==> src/sv/ppfl_pkg.sv <==
// ----------------------------------------------------------------------------
// ppfl_pkg
// Shared types and constants of the pixel packet frame latch.
// ----------------------------------------------------------------------------
package ppfl_pkg;

    // packet layout
    localparam logic [7:0] HDR_BYTES  = 8'd5;
    localparam logic [7:0] PIXEL_TYPE = 8'h01;
    localparam int         MAX_PACKET = 250;

    // header byte positions
    localparam logic [7:0] HP_TYPE     = 8'd0;
    localparam logic [7:0] HP_MASK_LO  = 8'd1;
    localparam logic [7:0] HP_MASK_HI  = 8'd2;
    localparam logic [7:0] HP_FRAMES   = 8'd3;

    // commands
    localparam logic CMD_BYTE = 1'b0;
    localparam logic CMD_READ = 1'b1;

    // header verdicts and packet status codes
    localparam logic [1:0] V_GOOD    = 2'd0;
    localparam logic [1:0] V_GROUP   = 2'd2;
    localparam logic [1:0] V_BAD     = 2'd3;
    localparam logic [1:0] ST_NONE   = 2'd0;
    localparam logic [1:0] ST_ACCEPT = 2'd1;

    // colour channel within a pixel
    localparam logic [1:0] CH_RED   = 2'd0;
    localparam logic [1:0] CH_GREEN = 2'd1;
    localparam logic [1:0] CH_BLUE  = 2'd2;

    // configuration port
    localparam int         CFG_IDX_W  = 8;
    localparam int         CFG_DATA_W = 8;
    localparam logic [CFG_IDX_W-1:0] REG_DEVICE_GROUP = 8'd0;
    localparam logic [CFG_IDX_W-1:0] REG_STRIP_LENGTH = 8'd1;

    localparam logic [3:0] DEVICE_GROUP_RST = 4'd3;
    localparam logic [5:0] STRIP_LENGTH_RST = 6'd20;

    // result fields carried through the read stage
    typedef struct packed {
        logic        hit;
        logic [5:0]  frame_pixels;
        logic [31:0] frame_version;
        logic [1:0]  packet_status;
    } t_s1_meta;

endpackage

==> src/sv/ppfl_if.sv <==
// ----------------------------------------------------------------------------
// ppfl_if
// Channel interfaces: input items, result items and configuration writes.
// ----------------------------------------------------------------------------
interface ppfl_in_if;
    logic       valid;
    logic       ready;
    logic       command;
    logic [7:0] rx_byte;
    logic       first_byte;
    logic [7:0] packet_length;
    logic [4:0] read_index;

    modport source (output valid, command, rx_byte, first_byte, packet_length, read_index,
                    input ready);
    modport sink   (input valid, command, rx_byte, first_byte, packet_length, read_index,
                    output ready);
endinterface

interface ppfl_out_if;
    logic        valid;
    logic        ready;
    logic [7:0]  red;
    logic [7:0]  green;
    logic [7:0]  blue;
    logic [5:0]  frame_pixels;
    logic [31:0] frame_version;
    logic [1:0]  packet_status;

    modport source (output valid, red, green, blue, frame_pixels, frame_version,
                    packet_status, input ready);
    modport sink   (input valid, red, green, blue, frame_pixels, frame_version,
                    packet_status, output ready);
endinterface

interface ppfl_cfg_if;
    logic       valid;
    logic       ready;
    logic [7:0] index;
    logic [7:0] data;

    modport source (output valid, index, data, input ready);
    modport sink   (input valid, index, data, output ready);
endinterface

==> src/sv/ppfl_ram.sv <==
// ----------------------------------------------------------------------------
// ppfl_ram
// Generic single write, single read port RAM with registered read data.
// ----------------------------------------------------------------------------
module ppfl_ram #(
    parameter int WIDTH = 24,
    parameter int DEPTH = 64
) (
    input  logic                     i_clk,
    input  logic                     i_we,
    input  logic [$clog2(DEPTH)-1:0] i_waddr,
    input  logic [WIDTH-1:0]         i_wdata,
    input  logic                     i_re,
    input  logic [$clog2(DEPTH)-1:0] i_raddr,
    output logic [WIDTH-1:0]         o_rdata
);
    logic [WIDTH-1:0] r_mem [DEPTH];
    logic [WIDTH-1:0] r_rdata;

    always_ff @(posedge i_clk) begin
        if (i_we) begin
            r_mem[i_waddr] <= i_wdata;
        end
        if (i_re) begin
            r_rdata <= r_mem[i_raddr];
        end
    end

    assign o_rdata = r_rdata;
endmodule

==> src/sv/pixel_packet_frame_latch.sv <==
// ----------------------------------------------------------------------------
// pixel_packet_frame_latch
// Byte-serial pixel packet receiver with a double-buffered frame latch.
// ----------------------------------------------------------------------------
// path: pixel ram read in the read stage, then the output register
// throughput: one item per cycle unless the output stalls; header, pixel write and swap
//   all settle at the input transfer, and the pixel ram takes one write and one read each cycle
// reset: synchronous active low; clears control state, the frame counts, the version
//   and the per-entry valid bits of the pixel ram, so no clearing pass is needed
module pixel_packet_frame_latch
    import ppfl_pkg::*;
#(
    parameter int MAX_PIXELS = 32
) (
    input  logic  i_clk,
    input  logic  i_rst_n,
    ppfl_in_if.sink    i_pkt,
    ppfl_cfg_if.sink   i_cfg,
    ppfl_out_if.source o_res
);
    localparam int DEPTH = 2 * MAX_PIXELS;
    localparam int AW    = $clog2(DEPTH);
    localparam int PW    = $clog2(MAX_PIXELS + 1);

    // configuration
    logic [3:0] r_device_group;
    logic [5:0] r_strip_length;

    // packet and frame state
    logic [PW-1:0] r_bufpix [2];
    logic [PW-1:0] n_bufpix [2];
    logic          r_active,  n_active;
    logic [31:0]   r_version, n_version;
    logic [7:0]    r_pos,     n_pos;
    logic [7:0]    r_len,     n_len;
    logic [7:0]    r_glow,    n_glow;
    logic [7:0]    r_src,     n_src;
    logic [7:0]    r_frames,  n_frames;
    logic [1:0]    r_verdict, n_verdict;
    logic [1:0]    r_chan,    n_chan;
    logic [7:0]    r_pix,     n_pix;
    logic [15:0]   r_partial, n_partial;
    logic [DEPTH-1:0] r_valid;

    // pipeline
    logic       r_s1_valid;
    t_s1_meta   r_s1, n_s1;
    logic       r_o_valid;
    logic [7:0] r_o_red, r_o_green, r_o_blue;
    logic [5:0] r_o_pixels;
    logic [31:0] r_o_version;
    logic [1:0] r_o_status;

    logic          in_acc, o_load, s1_free;
    logic          w_we, rd_re;
    logic [AW-1:0] w_addr, rd_addr;
    logic [23:0]   w_data, rd_data;

    // effective values with the start of a packet applied
    logic [7:0]  e_pos, e_len, e_glow, e_src, e_frames, e_pix;
    logic [1:0]  e_verdict, e_chan;
    logic [15:0] e_partial;
    logic [7:0]  kept;
    logic [9:0]  stride;
    logic [17:0] prod;
    logic [15:0] mask;
    logic        w_half;
    logic [8:0]  pos_inc;

    assign o_load  = r_s1_valid && (!r_o_valid || o_res.ready);
    assign s1_free = !r_s1_valid || o_load;
    assign i_pkt.ready = s1_free;
    assign in_acc  = i_pkt.valid && s1_free;
    assign i_cfg.ready = 1'b1;

    always_comb begin
        if (i_pkt.first_byte) begin
            e_pos     = '0;
            e_len     = i_pkt.packet_length;
            e_verdict = V_GOOD;
            e_chan    = CH_RED;
            e_pix     = '0;
            e_partial = '0;
            e_frames  = '0;
            e_src     = '0;
            e_glow    = '0;
        end else begin
            e_pos     = r_pos;
            e_len     = r_len;
            e_verdict = r_verdict;
            e_chan    = r_chan;
            e_pix     = r_pix;
            e_partial = r_partial;
            e_frames  = r_frames;
            e_src     = r_src;
            e_glow    = r_glow;
        end

        kept = e_src;
        if (kept > 8'(r_strip_length)) kept = 8'(r_strip_length);
        if (kept > 8'(MAX_PIXELS))     kept = 8'(MAX_PIXELS);

        stride  = {1'b0, i_pkt.rx_byte, 1'b0} + 10'(i_pkt.rx_byte);
        prod    = 18'(e_frames) * 18'(stride);
        mask    = {i_pkt.rx_byte, e_glow};
        w_half  = !r_active;
        pos_inc = 9'(e_pos) + 9'd1;

        n_bufpix  = r_bufpix;
        n_active  = r_active;
        n_version = r_version;
        n_pos     = r_pos;
        n_len     = r_len;
        n_glow    = r_glow;
        n_src     = r_src;
        n_frames  = r_frames;
        n_verdict = r_verdict;
        n_chan    = r_chan;
        n_pix     = r_pix;
        n_partial = r_partial;

        w_we    = 1'b0;
        w_addr  = w_half ? AW'(MAX_PIXELS) + AW'(e_pix) : AW'(e_pix);
        w_data  = {i_pkt.rx_byte, e_partial};
        rd_re   = 1'b0;
        rd_addr = r_active ? AW'(MAX_PIXELS) + AW'(i_pkt.read_index)
                           : AW'(i_pkt.read_index);
        n_s1.hit           = 1'b0;
        n_s1.packet_status = ST_NONE;

        if (in_acc) begin
            if (i_pkt.command == CMD_READ) begin
                rd_re    = 1'b1;
                n_s1.hit = (8'(i_pkt.read_index) < 8'(r_bufpix[r_active]))
                        && (8'(i_pkt.read_index) < 8'(MAX_PIXELS))
                        && r_valid[rd_addr];
            end else if (i_pkt.first_byte || (r_pos < r_len)) begin
                n_pos     = e_pos;
                n_len     = e_len;
                n_glow    = e_glow;
                n_src     = e_src;
                n_frames  = e_frames;
                n_verdict = e_verdict;
                n_chan    = e_chan;
                n_pix     = e_pix;
                n_partial = e_partial;

                if (e_pos < HDR_BYTES) begin
                    priority case (e_pos)
                        HP_TYPE: begin
                            if (e_len < HDR_BYTES || i_pkt.rx_byte != PIXEL_TYPE) begin
                                n_verdict = V_BAD;
                            end
                        end
                        HP_MASK_LO: n_glow = i_pkt.rx_byte;
                        HP_MASK_HI: begin
                            if (e_verdict == V_GOOD && !mask[r_device_group]) begin
                                n_verdict = V_GROUP;
                            end
                        end
                        HP_FRAMES: n_frames = i_pkt.rx_byte;
                        default: begin
                            // pixels per frame, then the size checks
                            n_src = i_pkt.rx_byte;
                            if (e_verdict == V_GOOD &&
                                (i_pkt.rx_byte == 8'd0 || e_frames == 8'd0 ||
                                 prod > 18'(MAX_PACKET - 5) ||
                                 19'(e_len) < 19'(HDR_BYTES) + 19'(prod))) begin
                                n_verdict = V_BAD;
                            end
                        end
                    endcase
                end else if (e_verdict == V_GOOD && e_frames != 8'd0 && e_src != 8'd0) begin
                    unique case (e_chan)
                        CH_RED:   n_partial[7:0]  = i_pkt.rx_byte;
                        CH_GREEN: n_partial[15:8] = i_pkt.rx_byte;
                        default:  w_we = (e_pix < kept);
                    endcase
                    if (e_chan == CH_BLUE) begin
                        n_chan = CH_RED;
                        if (9'(e_pix) + 9'd1 == 9'(e_src)) begin
                            // frame complete: publish the inactive half
                            n_pix              = '0;
                            n_bufpix[w_half]   = PW'(kept);
                            n_active           = w_half;
                            n_version          = r_version + 32'd1;
                            n_frames           = e_frames - 8'd1;
                        end else begin
                            n_pix = e_pix + 8'd1;
                        end
                    end else begin
                        n_chan = e_chan + 2'd1;
                    end
                end

                if (pos_inc >= 9'(e_len)) begin
                    n_s1.packet_status = (n_verdict == V_GOOD) ? ST_ACCEPT : n_verdict;
                end
                n_pos = (pos_inc < 9'(e_len)) ? pos_inc[7:0] : e_len;
            end
        end

        n_s1.frame_pixels  = 6'(n_bufpix[n_active]);
        n_s1.frame_version = n_version;
    end

    ppfl_ram #(
        .WIDTH (24),
        .DEPTH (DEPTH)
    ) u_pixel_ram (
        .i_clk   (i_clk),
        .i_we    (w_we),
        .i_waddr (w_addr),
        .i_wdata (w_data),
        .i_re    (rd_re),
        .i_raddr (rd_addr),
        .o_rdata (rd_data)
    );

    always_ff @(posedge i_clk) begin
        if (!i_rst_n) begin
            r_device_group <= DEVICE_GROUP_RST;
            r_strip_length <= STRIP_LENGTH_RST;
        end else if (i_cfg.valid && i_cfg.ready) begin
            priority case (i_cfg.index)
                REG_DEVICE_GROUP: r_device_group <= i_cfg.data[3:0];
                REG_STRIP_LENGTH: r_strip_length <= i_cfg.data[5:0];
                default: ;
            endcase
        end
    end

    always_ff @(posedge i_clk) begin
        if (!i_rst_n) begin
            r_bufpix[0] <= '0;
            r_bufpix[1] <= '0;
            r_active    <= 1'b0;
            r_version   <= '0;
            r_pos       <= '0;
            r_len       <= '0;
            r_glow      <= '0;
            r_src       <= '0;
            r_frames    <= '0;
            r_verdict   <= V_GOOD;
            r_chan      <= CH_RED;
            r_pix       <= '0;
            r_partial   <= '0;
            r_valid     <= '0;
        end else begin
            r_bufpix  <= n_bufpix;
            r_active  <= n_active;
            r_version <= n_version;
            r_pos     <= n_pos;
            r_len     <= n_len;
            r_glow    <= n_glow;
            r_src     <= n_src;
            r_frames  <= n_frames;
            r_verdict <= n_verdict;
            r_chan    <= n_chan;
            r_pix     <= n_pix;
            r_partial <= n_partial;
            if (w_we) begin
                r_valid[w_addr] <= 1'b1;
            end
        end
    end

    // read stage, then output register
    always_ff @(posedge i_clk) begin
        if (!i_rst_n) begin
            r_s1_valid <= 1'b0;
            r_o_valid  <= 1'b0;
        end else begin
            if (s1_free) begin
                r_s1_valid <= i_pkt.valid;
            end
            if (o_load) begin
                r_o_valid <= 1'b1;
            end else if (o_res.ready) begin
                r_o_valid <= 1'b0;
            end
        end
    end

    always_ff @(posedge i_clk) begin
        if (in_acc) begin
            r_s1 <= n_s1;
        end
        if (o_load) begin
            r_o_red     <= r_s1.hit ? rd_data[7:0]   : 8'd0;
            r_o_green   <= r_s1.hit ? rd_data[15:8]  : 8'd0;
            r_o_blue    <= r_s1.hit ? rd_data[23:16] : 8'd0;
            r_o_pixels  <= r_s1.frame_pixels;
            r_o_version <= r_s1.frame_version;
            r_o_status  <= r_s1.packet_status;
        end
    end

    assign o_res.valid         = r_o_valid;
    assign o_res.red           = r_o_red;
    assign o_res.green         = r_o_green;
    assign o_res.blue          = r_o_blue;
    assign o_res.frame_pixels  = r_o_pixels;
    assign o_res.frame_version = r_o_version;
    assign o_res.packet_status = r_o_status;

    // pixel writes only ever land in the inactive half
    a_write_inactive: assert property (@(posedge i_clk) disable iff (!i_rst_n)
        w_we |-> (r_active ? (w_addr < AW'(MAX_PIXELS)) : (w_addr >= AW'(MAX_PIXELS))))
        else $error("pixel write into active half");

    // the version moves by one frame at a time
    a_version_step: assert property (@(posedge i_clk) disable iff (!i_rst_n)
        (r_version != $past(r_version)) |-> (r_version == $past(r_version) + 32'd1))
        else $error("version jumped");

    // a held read stage keeps its item
    a_s1_hold: assert property (@(posedge i_clk) disable iff (!i_rst_n)
        (r_s1_valid && !o_load) |=> (r_s1_valid && $stable(r_s1)))
        else $error("read stage lost its item");

    // packet bytes never return colour data
    a_status_no_colour: assert property (@(posedge i_clk) disable iff (!i_rst_n)
        (o_res.valid && o_res.packet_status != ST_NONE) |->
            (o_res.red == 8'd0 && o_res.green == 8'd0 && o_res.blue == 8'd0))
        else $error("colour on a packet byte result");

endmodule

==> src/flat_wrapper.sv <==
// flat-port wrapper written by rule: the top's interface ports become plain ports
module pixel_packet_frame_latch_flat import ppfl_pkg::*;
#(
    parameter int MAX_PIXELS = 32
)
  (i_clk, i_rst_n, i_pkt_valid, i_pkt_command, i_pkt_rx_byte, i_pkt_first_byte, i_pkt_packet_length, i_pkt_read_index, i_pkt_ready, i_cfg_valid, i_cfg_index, i_cfg_data, i_cfg_ready, o_res_valid, o_res_red, o_res_green, o_res_blue, o_res_frame_pixels, o_res_frame_version, o_res_packet_status, o_res_ready);
  ppfl_in_if i_pkt_i ();
  ppfl_cfg_if i_cfg_i ();
  ppfl_out_if o_res_i ();
  input  logic i_clk;
  input  logic i_rst_n;
  input wire logic [$bits(i_pkt_i.valid)-1:0] i_pkt_valid;
  input wire logic [$bits(i_pkt_i.command)-1:0] i_pkt_command;
  input wire logic [$bits(i_pkt_i.rx_byte)-1:0] i_pkt_rx_byte;
  input wire logic [$bits(i_pkt_i.first_byte)-1:0] i_pkt_first_byte;
  input wire logic [$bits(i_pkt_i.packet_length)-1:0] i_pkt_packet_length;
  input wire logic [$bits(i_pkt_i.read_index)-1:0] i_pkt_read_index;
  output wire logic [$bits(i_pkt_i.ready)-1:0] i_pkt_ready;
  input wire logic [$bits(i_cfg_i.valid)-1:0] i_cfg_valid;
  input wire logic [$bits(i_cfg_i.index)-1:0] i_cfg_index;
  input wire logic [$bits(i_cfg_i.data)-1:0] i_cfg_data;
  output wire logic [$bits(i_cfg_i.ready)-1:0] i_cfg_ready;
  output wire logic [$bits(o_res_i.valid)-1:0] o_res_valid;
  output wire logic [$bits(o_res_i.red)-1:0] o_res_red;
  output wire logic [$bits(o_res_i.green)-1:0] o_res_green;
  output wire logic [$bits(o_res_i.blue)-1:0] o_res_blue;
  output wire logic [$bits(o_res_i.frame_pixels)-1:0] o_res_frame_pixels;
  output wire logic [$bits(o_res_i.frame_version)-1:0] o_res_frame_version;
  output wire logic [$bits(o_res_i.packet_status)-1:0] o_res_packet_status;
  input wire logic [$bits(o_res_i.ready)-1:0] o_res_ready;
  assign i_pkt_i.valid = i_pkt_valid;
  assign i_pkt_i.command = i_pkt_command;
  assign i_pkt_i.rx_byte = i_pkt_rx_byte;
  assign i_pkt_i.first_byte = i_pkt_first_byte;
  assign i_pkt_i.packet_length = i_pkt_packet_length;
  assign i_pkt_i.read_index = i_pkt_read_index;
  assign i_pkt_ready = i_pkt_i.ready;
  assign i_cfg_i.valid = i_cfg_valid;
  assign i_cfg_i.index = i_cfg_index;
  assign i_cfg_i.data = i_cfg_data;
  assign i_cfg_ready = i_cfg_i.ready;
  assign o_res_valid = o_res_i.valid;
  assign o_res_red = o_res_i.red;
  assign o_res_green = o_res_i.green;
  assign o_res_blue = o_res_i.blue;
  assign o_res_frame_pixels = o_res_i.frame_pixels;
  assign o_res_frame_version = o_res_i.frame_version;
  assign o_res_packet_status = o_res_i.packet_status;
  assign o_res_i.ready = o_res_ready;
  pixel_packet_frame_latch #(.MAX_PIXELS(MAX_PIXELS)) u_core (.i_clk(i_clk), .i_rst_n(i_rst_n), .i_pkt(i_pkt_i), .i_cfg(i_cfg_i), .o_res(o_res_i));
endmodule
==> config.mk <==
export PLATFORM = sky130hd
export DESIGN_NAME = pixel_packet_frame_latch_flat
export DESIGN_NICKNAME = d
export VERILOG_FILES = /design/src/sv/ppfl_pkg.sv /design/src/sv/ppfl_if.sv /design/src/sv/ppfl_ram.sv /design/src/sv/pixel_packet_frame_latch.sv /design/src/flat_wrapper.sv
export SDC_FILE = /design/constraint.sdc
export NUM_CORES = 2
export LEC_CHECK = 0
export BUFFER_PORTS_ARGS = -buffer_cell sky130_fd_sc_hd__buf_2
export CAP_MARGIN = 10
export CORE_ASPECT_RATIO = 0.8
export CORE_UTILIZATION = 45
export CTS_CLUSTER_DIAMETER = 100
export CTS_CLUSTER_SIZE = 28
export DETAILED_ROUTE_END_ITERATION = 10
export HOLD_SLACK_MARGIN = 0.03
export SYNTH_ARGS = -nofsm -noshare
export SYNTH_HDL_FRONTEND = slang
export SYNTH_SLANG_ARGS = --single-unit
==> constraint.sdc <==
create_clock -name i_clk -period 9.8 [get_ports i_clk]
set_input_delay 0.49 -clock i_clk [delete_from_list [all_inputs] [get_ports i_clk]]
set_output_delay 0.49 -clock i_clk [all_outputs]
set_load 0.01 [all_outputs]
[Word-level counts from Yosys, hierarchy flattened]
Memory sizes are Yosys's and may differ from the RTL's. A register that Yosys moved wholly into a read port is not among the register bits.
Index checks and enable logic that the tools add are counted.
Storage, ports and cells
  register bits after elaboration: 294
  RAM bits: 1536
  input port bits: 44
  output and inout bits: 67
  word-level logic and storage cells: 204
  memories kept: 1
Cells by class
  $add $sub $neg: 10
  multiply operators: 1
  order comparisons: 19
  equality and inequality tests: 8
  multiplexer cells: 91
  bitwise logic cells: 7
  reduce and logical (&&, ||, !) cells: 38
Memories
  u_core.u_pixel_ram.r_mem: depth 64, bits a word 24, rd ports 1, clocked after memory_dff 1, write ports 1, RTL line ppfl_ram.sv:17  | logic [WIDTH-1:0] r_mem [DEPTH];
Operators by type and width (count)
  32-bit two-way mux: 7
  8-bit two-way mux: 24
  12-bit two-way mux: 7
  64-bit OR: 1
  6-bit two-way mux: 9
  16-bit two-way mux: 3
  32-bit by 1-bit adder with 32-bit output (second input constant): 1
  8-bit zero test: 4
  2-bit two-way mux: 12
  1-bit two-way mux: 23
  3-bit by 18-bit adder with 19-bit output (first input constant): 1
  8-bit by 19-bit less-than comparator with 1-bit output: 1
  8-bit by 1-bit adder with 9-bit output (second input constant): 2
  18-bit by 8-bit > comparator with 1-bit output (second input constant): 1
  8-bit by 10-bit multiplier with 18-bit output: 1
  8-bit by 1-bit equality test with 1-bit output (second input constant): 2
  8-bit by 2-bit equality test with 1-bit output (second input constant): 2
  8-bit by 3-bit less-than comparator with 1-bit output (second input constant): 2
  8-bit less-than comparator: 2
  8-bit nonzero test: 2
  6-bit by 7-bit less-than comparator with 1-bit output (second input constant): 2
  12-bit bitwise mux: 1
  9-bit by 8-bit adder with 10-bit output: 1
  9-bit by 8-bit equality test with 1-bit output: 1
  other kinds (34): 62

[Longest topological paths before layout]
  word-level depth: 17
  depth in mapped cells: 29
  mapped depth without buffers: 28

[Cells and area by module]
From an unflattened synthesis, not the netlist that was laid out.
Unflattened totals
  cell total of the unflattened synthesis: 4362
  area total of the unflattened synthesis: 76488.4 sq um
By module, submodules not included
  ppfl_ram: times used 1, cells each 2611, area an instance 59570.9 sq um, sequential area each 46844.9 sq um
  pixel_packet_frame_latch: times used 1, cells each 1751, area an instance 16917.5 sq um, sequential area each 6936.7 sq um

[Worst setup path before layout]
No wires, ideal clock.
  path kind: input -> register
  from: input port i_pkt_rx_byte[1]
  to: register u_core.r_s1[1] (netlist bit) (data pin)
  library setup time: 0.255 ns
  arrival: 6.499 ns
  setup slack: 3.046 ns
  cell stages on the path: 26
  path buffers: 1
  path through: ha_1 a21o_1 a21oi_1 o21bai_1 a21oi_1 o21bai_1 a21oi_1 xnor2_1 nor2_1 fa_1 fa_1 fa_1 inv_1 fa_1 inv_1 ha_1 clkbuf_1 and4_1 and2_1 a211oi_1 o21ai_0 xnor2_1 nand4_1 o41a_1 a221o_1 and3b_1
Between the ends
  longest elaborated chain between the ends: 14
  elaborated cells between the ends (all ways): 26
  those cells by class: add/sub: 2; mul: 1; order compare: 2; eq/ne: 1; mux: 10; reduce/logical: 10
RTL lines
  start: declaration: RTL line flat_wrapper.sv:14  | input wire logic [$bits(i_pkt_i.rx_byte)-1:0] i_pkt_rx_byte;
  9-bit by 8-bit adder with 10-bit output: RTL line pixel_packet_frame_latch.sv:103  | stride = {1'b0, i_pkt.rx_byte, 1'b0} + 10'(i_pkt.rx_byte);
  8-bit by 10-bit multiplier with 18-bit output: RTL line pixel_packet_frame_latch.sv:104  | prod = 18'(e_frames) * 18'(stride);
  3-bit by 18-bit adder with 19-bit output / 18-bit by 8-bit > comparator with 1-bit output (equally long branches): RTL line pixel_packet_frame_latch.sv:168, pixel_packet_frame_latch.sv:167
  8-bit by 19-bit less-than comparator with 1-bit output / 1-bit logical OR (equally long branches): RTL line pixel_packet_frame_latch.sv:168, pixel_packet_frame_latch.sv:166
  1-bit logical OR: RTL line pixel_packet_frame_latch.sv:167  | prod > 18'(MAX_PACKET - 5) ||
  1-bit logical AND: RTL line pixel_packet_frame_latch.sv:165  | if (e_verdict == V_GOOD &&
  2-bit two-way mux: RTL line pixel_packet_frame_latch.sv:165
  2-bit one-hot mux with 3 select lines (*): RTL line pixel_packet_frame_latch.sv:149  | priority case (e_pos)
  2-bit two-way mux (*): RTL line pixel_packet_frame_latch.sv:148  | if (e_pos < HDR_BYTES) begin
  2-bit two-way mux (*): RTL line pixel_packet_frame_latch.sv:137  | end else if (i_pkt.first_byte || (r_pos < r_len)) begin
  2-bit two-way mux (*): RTL line pixel_packet_frame_latch.sv:132  | if (i_pkt.command == CMD_READ) begin
  2-bit two-way mux (*): RTL line pixel_packet_frame_latch.sv:131  | if (in_acc) begin
  2-bit zero test: RTL line pixel_packet_frame_latch.sv:197  | n_s1.packet_status = (n_verdict == V_GOOD) ? ST_ACCEPT : n_verdict;
  4-bit OR reduction (no source line)
  end signal: assignment: RTL line pixel_packet_frame_latch.sv:287  | r_s1 <= n_s1;
  end: declaration: RTL line pixel_packet_frame_latch.sv:47  | t_s1_meta r_s1, n_s1;
Mark *: on every way between the ends. The rest lies on a longest branch, timed or not. The select of a mux whose other input is x is not followed.
A chain may end at the register's enable or synchronous reset.

[Worst setup path in the final report]
  from: input port i_pkt_rx_byte[0]
  to: register u_core.r_s1[1] (netlist bit) (data pin)
Same word-level chain as after synthesis.

==> run metrics <==
outcome complete, no violations; width of the chip 461 microns; average detailed-routed wire length per instance 29.2 microns; Vias 37698; post-synthesis cell count 3970; clock root cell clkbuf_16; number of buffers added to fix hold violations after cts 6; nature of the critical path endpoint flip-flop; fraction of final layout cells sized beyond drive strength 1 22.9%; total standard cell area after synthesis 0.0757 sq mm; Starting Density 45.4%; number of gates resized after cts 0; worst setup timing slack at the placement stage 1.72 ns; ratio of total power to cell area 163 mW/mm^2; average via count per standard cell 5.94; Worst Path Required 10.31 ns; number of levels the H-tree was split into 3; Yosys reg bits 1854; arrival time reported for the critical path endpoint 7.90 ns; TritonCTS clock tree built; type of the most critical hold path primary input to flip-flop; final cycle utilization of the critical path 75.5%; clock slew at reported path FFs 0.12 ns; clock latency on the worst-skew pair 0.76 ns; Post-synth ARST share 0%; Post-synth EDFFs 1665; post-route cell area 0.0820 sq mm; Placed Cells incl. Taps 6218; maximum clock frequency 135 MHz; largest net degree at the start of global routing 131; First DRT Iteration DRCs 4225; warning count from the yosys run 0; All-Layer GR Usage 21.9%; Die Y 369 microns; CTS Buffer Depth 3; Maximum Capacitance Violations 0; number of library cell types mapped by synthesis 79; Slew HR 16.6%; Final Power 0.0134 W; critical path class primary input to flip-flop; global-route wire length before repair 268000 microns; vias in the first global route 37415; total CTS buffers 77; Lkg Pwr 23.4 nW; final antenna-violating net count 0; # setup viols final 0; Port Buffers 107; GPL Wtd Cong 0.849; number of design rule violations left after detail routing 0; primary flip-flop cell chosen by synthesis mapping edfxtp_1; nets@finish 4254; total negative slack 0 ns; Detail Placement HPWL 107000 microns; DRT Pass-1 Iters 5; worst path setup slack after routing 2.40 ns; area added between synthesis and finish 8.22%; antenna violations before repair 13; Period minus WS final 7.40 ns; final hold violation count 0; actual slew at the worst max-slew pin 1.25 ns; Post-Route WL 185000 microns; die area 0.170 sq mm; standard-cell rows 134; Final Instance Count excl. Fillers 6344; unrepaired setup endpoints after global routing false; worst setup skew after layout 0.0673 ns; Critical Path Start Type primary input; top fanout value on the critical path 21; post-synthesis area per instance 19.1 sq um; Sinks on Clock Net 1854; buffers inserted by post-CTS timing repair 0; VDD IR max 130 uV; I/O pin count 111; area of the core region 0.167 sq mm; count of final max-slew check failures 0; register area share after synthesis 71.0%; residual overflow from global routing 0; instance area after placement 0.0797 sq mm
[kinds of logic after synthesis]
group | count (synthesis) | share of synthesized area [%]
and+or+nand+nor | 690 | 4.53
buffers and inverters | 311 | 1.59
muxes | 571 | 16.3
AOI/OAI and AO/OA | 324 | 2.81
xor gates and xnor gates | 68 | 0.786
DFF | 1854 | 71.0
other | 1 | 0.00495
adders and majority gates | 151 | 2.98
[synth_stat cells (7+ instances only)]
master | count | area (sq um)
a21boi_0 | 19 | 143
a21o_1 | 12 | 90.1
a21oi_1 | 58 | 290
a22oi_1 | 27 | 203
a31oi_1 | 11 | 68.8
and2_1 | 66 | 413
and3_1 | 28 | 175
buf_1 | 38 | 143
buf_2 | 12 | 60.1
clkbuf_1 | 150 | 563
dfxtp_1 | 189 | 3780
edfxtp_1 | 1665 | 50000
fa_1 | 49 | 981
ha_1 | 102 | 1280
inv_1 | 101 | 379
mux2i_1 | 36 | 360
mux4_2 | 529 | 11900
nand2_1 | 179 | 672
nand2b_1 | 11 | 68.8
nand3_1 | 60 | 300
nand4_1 | 28 | 175
nor2_1 | 166 | 623
nor2b_1 | 74 | 463
nor3_1 | 21 | 105
nor3b_1 | 7 | 52.6
o211a_1 | 16 | 160
o21a_1 | 14 | 105
o21ai_0 | 106 | 531
o21bai_1 | 7 | 52.6
or2_2 | 8 | 50.1
or3_1 | 10 | 62.6
xnor2_1 | 49 | 429
xor2_1 | 19 | 166
[area by class of cell]
class | count | area (sq um)
multi-input combinational | 1807 | 21400
fill | 13711 | 85000
sequential | 1854 | 53800
tap | 2244 | 2810
clock buffer | 105 | 2050
inverter | 105 | 394
clock inverter | 10 | 113
antenna | 5 | 12.5
timing repair buffer | 214 | 1420
[cell usage in the layout (no fill, tap or decap), types with 7 or more instances in the layout]
cell / count
edfxtp_1: 1665
mux4_2: 529
dfxtp_1: 188
nand2_1: 179
o21ai_0: 106
nor2_1: 104
ha_1: 102
inv_1: 101
buf_2: 101
buf_4: 100
clkbuf_16: 78
and2_1: 66
nor2_4: 63
nor2b_1: 57
a21oi_1: 57
nand3_1: 57
xnor2_1: 49
fa_1: 49
mux2i_1: 36
nand4_1: 28
a22oi_1: 27
clkbuf_1: 27
and3_1: 26
nor3_1: 21
a21boi_0: 19
xor2_1: 19
nor2b_4: 17
o211a_1: 16
o21a_1: 14
a21o_1: 12
nand2b_1: 11
a31oi_1: 11
or3_1: 10
or2_2: 8
o21bai_1: 7
nor3b_1: 7
[path summary, 6_finish.rpt]
check / start / end / slack [ns] / cells after the start
worst min-delay path: i_cfg_data[3] / u_core.r_strip_length[3] / 0.08 / 3
worst min register to register: u_core.r_s1[3] / u_core.o_res.frame_version[1] / 0.42 / 0
worst max-delay path: i_pkt_rx_byte[0] / u_core.r_s1[1] / 2.40 / 25
worst max register to register: u_core.r_src[2] / u_core.u_pixel_ram.r_mem[12][7] / 3.07 / 17
[routing by layer]
layer  up-vias  routed length (microns)  GRT usage (%)
met2      1114                    84300           32.7
met5         -                       13              0
met3       143                    12700           3.95
met4         2                     2570           3.25
li1      16007                        -              -
met1     20432                    85400           34.1
[power breakdown]
part | internal, W | switching, W | leakage [nW]
Clock | 0.00151 | 0.00238 | 1.05
Sequential | 0.00857 | 0.0000403 | 14.5
Combinational | 0.000325 | 0.000551 | 7.85
Total | 0.0104 | 0.00297 | 23.4
[worst max-delay path: stages]
cell	delay, ns
buf_2	0.54
ha_1	0.29
inv_1	0.06
fa_1	0.39
xor2_1	0.66
nor2_1	0.14
fa_1	0.44
inv_1	0.08
fa_1	0.43
fa_1	0.54
inv_1	0.05
fa_1	0.43
ha_1	0.35
xnor2_1	0.29
nor4bb_1	0.39
xnor2_1	0.12
ha_1	0.28
o22ai_1	0.08
a41oi_1	0.20
o211ai_1	0.12
nor4_1	0.28
nand4_1	0.14
o41a_1	0.50
a221o_1	0.40
and3b_1	0.19
[sequential cells by signal (all words and copies together), names as in the netlist, 4 cells and up]
signal / cells
u_core.r_bufpix: 12
u_core.r_pix: 8
u_core.r_frames: 8
u_core.r_version: 32
u_core.r_s1: 41
u_core.u_pixel_ram.o_rdata: 24
u_core.u_pixel_ram.r_mem: 1536
u_core.o_res.frame_pixels: 6
u_core.r_device_group: 4
u_core.r_src: 8
u_core.r_pos: 8
u_core.r_len: 8
u_core.r_valid: 64
u_core.o_res.blue: 8
u_core.o_res.red: 8
u_core.r_strip_length: 6
u_core.o_res.green: 8
u_core.r_glow: 8
u_core.o_res.frame_version: 32
u_core.r_partial: 16
[through the flow]
stage / hold slack, ns / util, %
floorplan: 0.400 / -
global placement: 0.400 / 47.7
detailed placement: 0.406 / 47.7
CTS: 0.0336 / 49.1
global route: 0.0616 / 49.1
finish: 0.0798 / 49.1
Power figures use the tool's default switching activity.
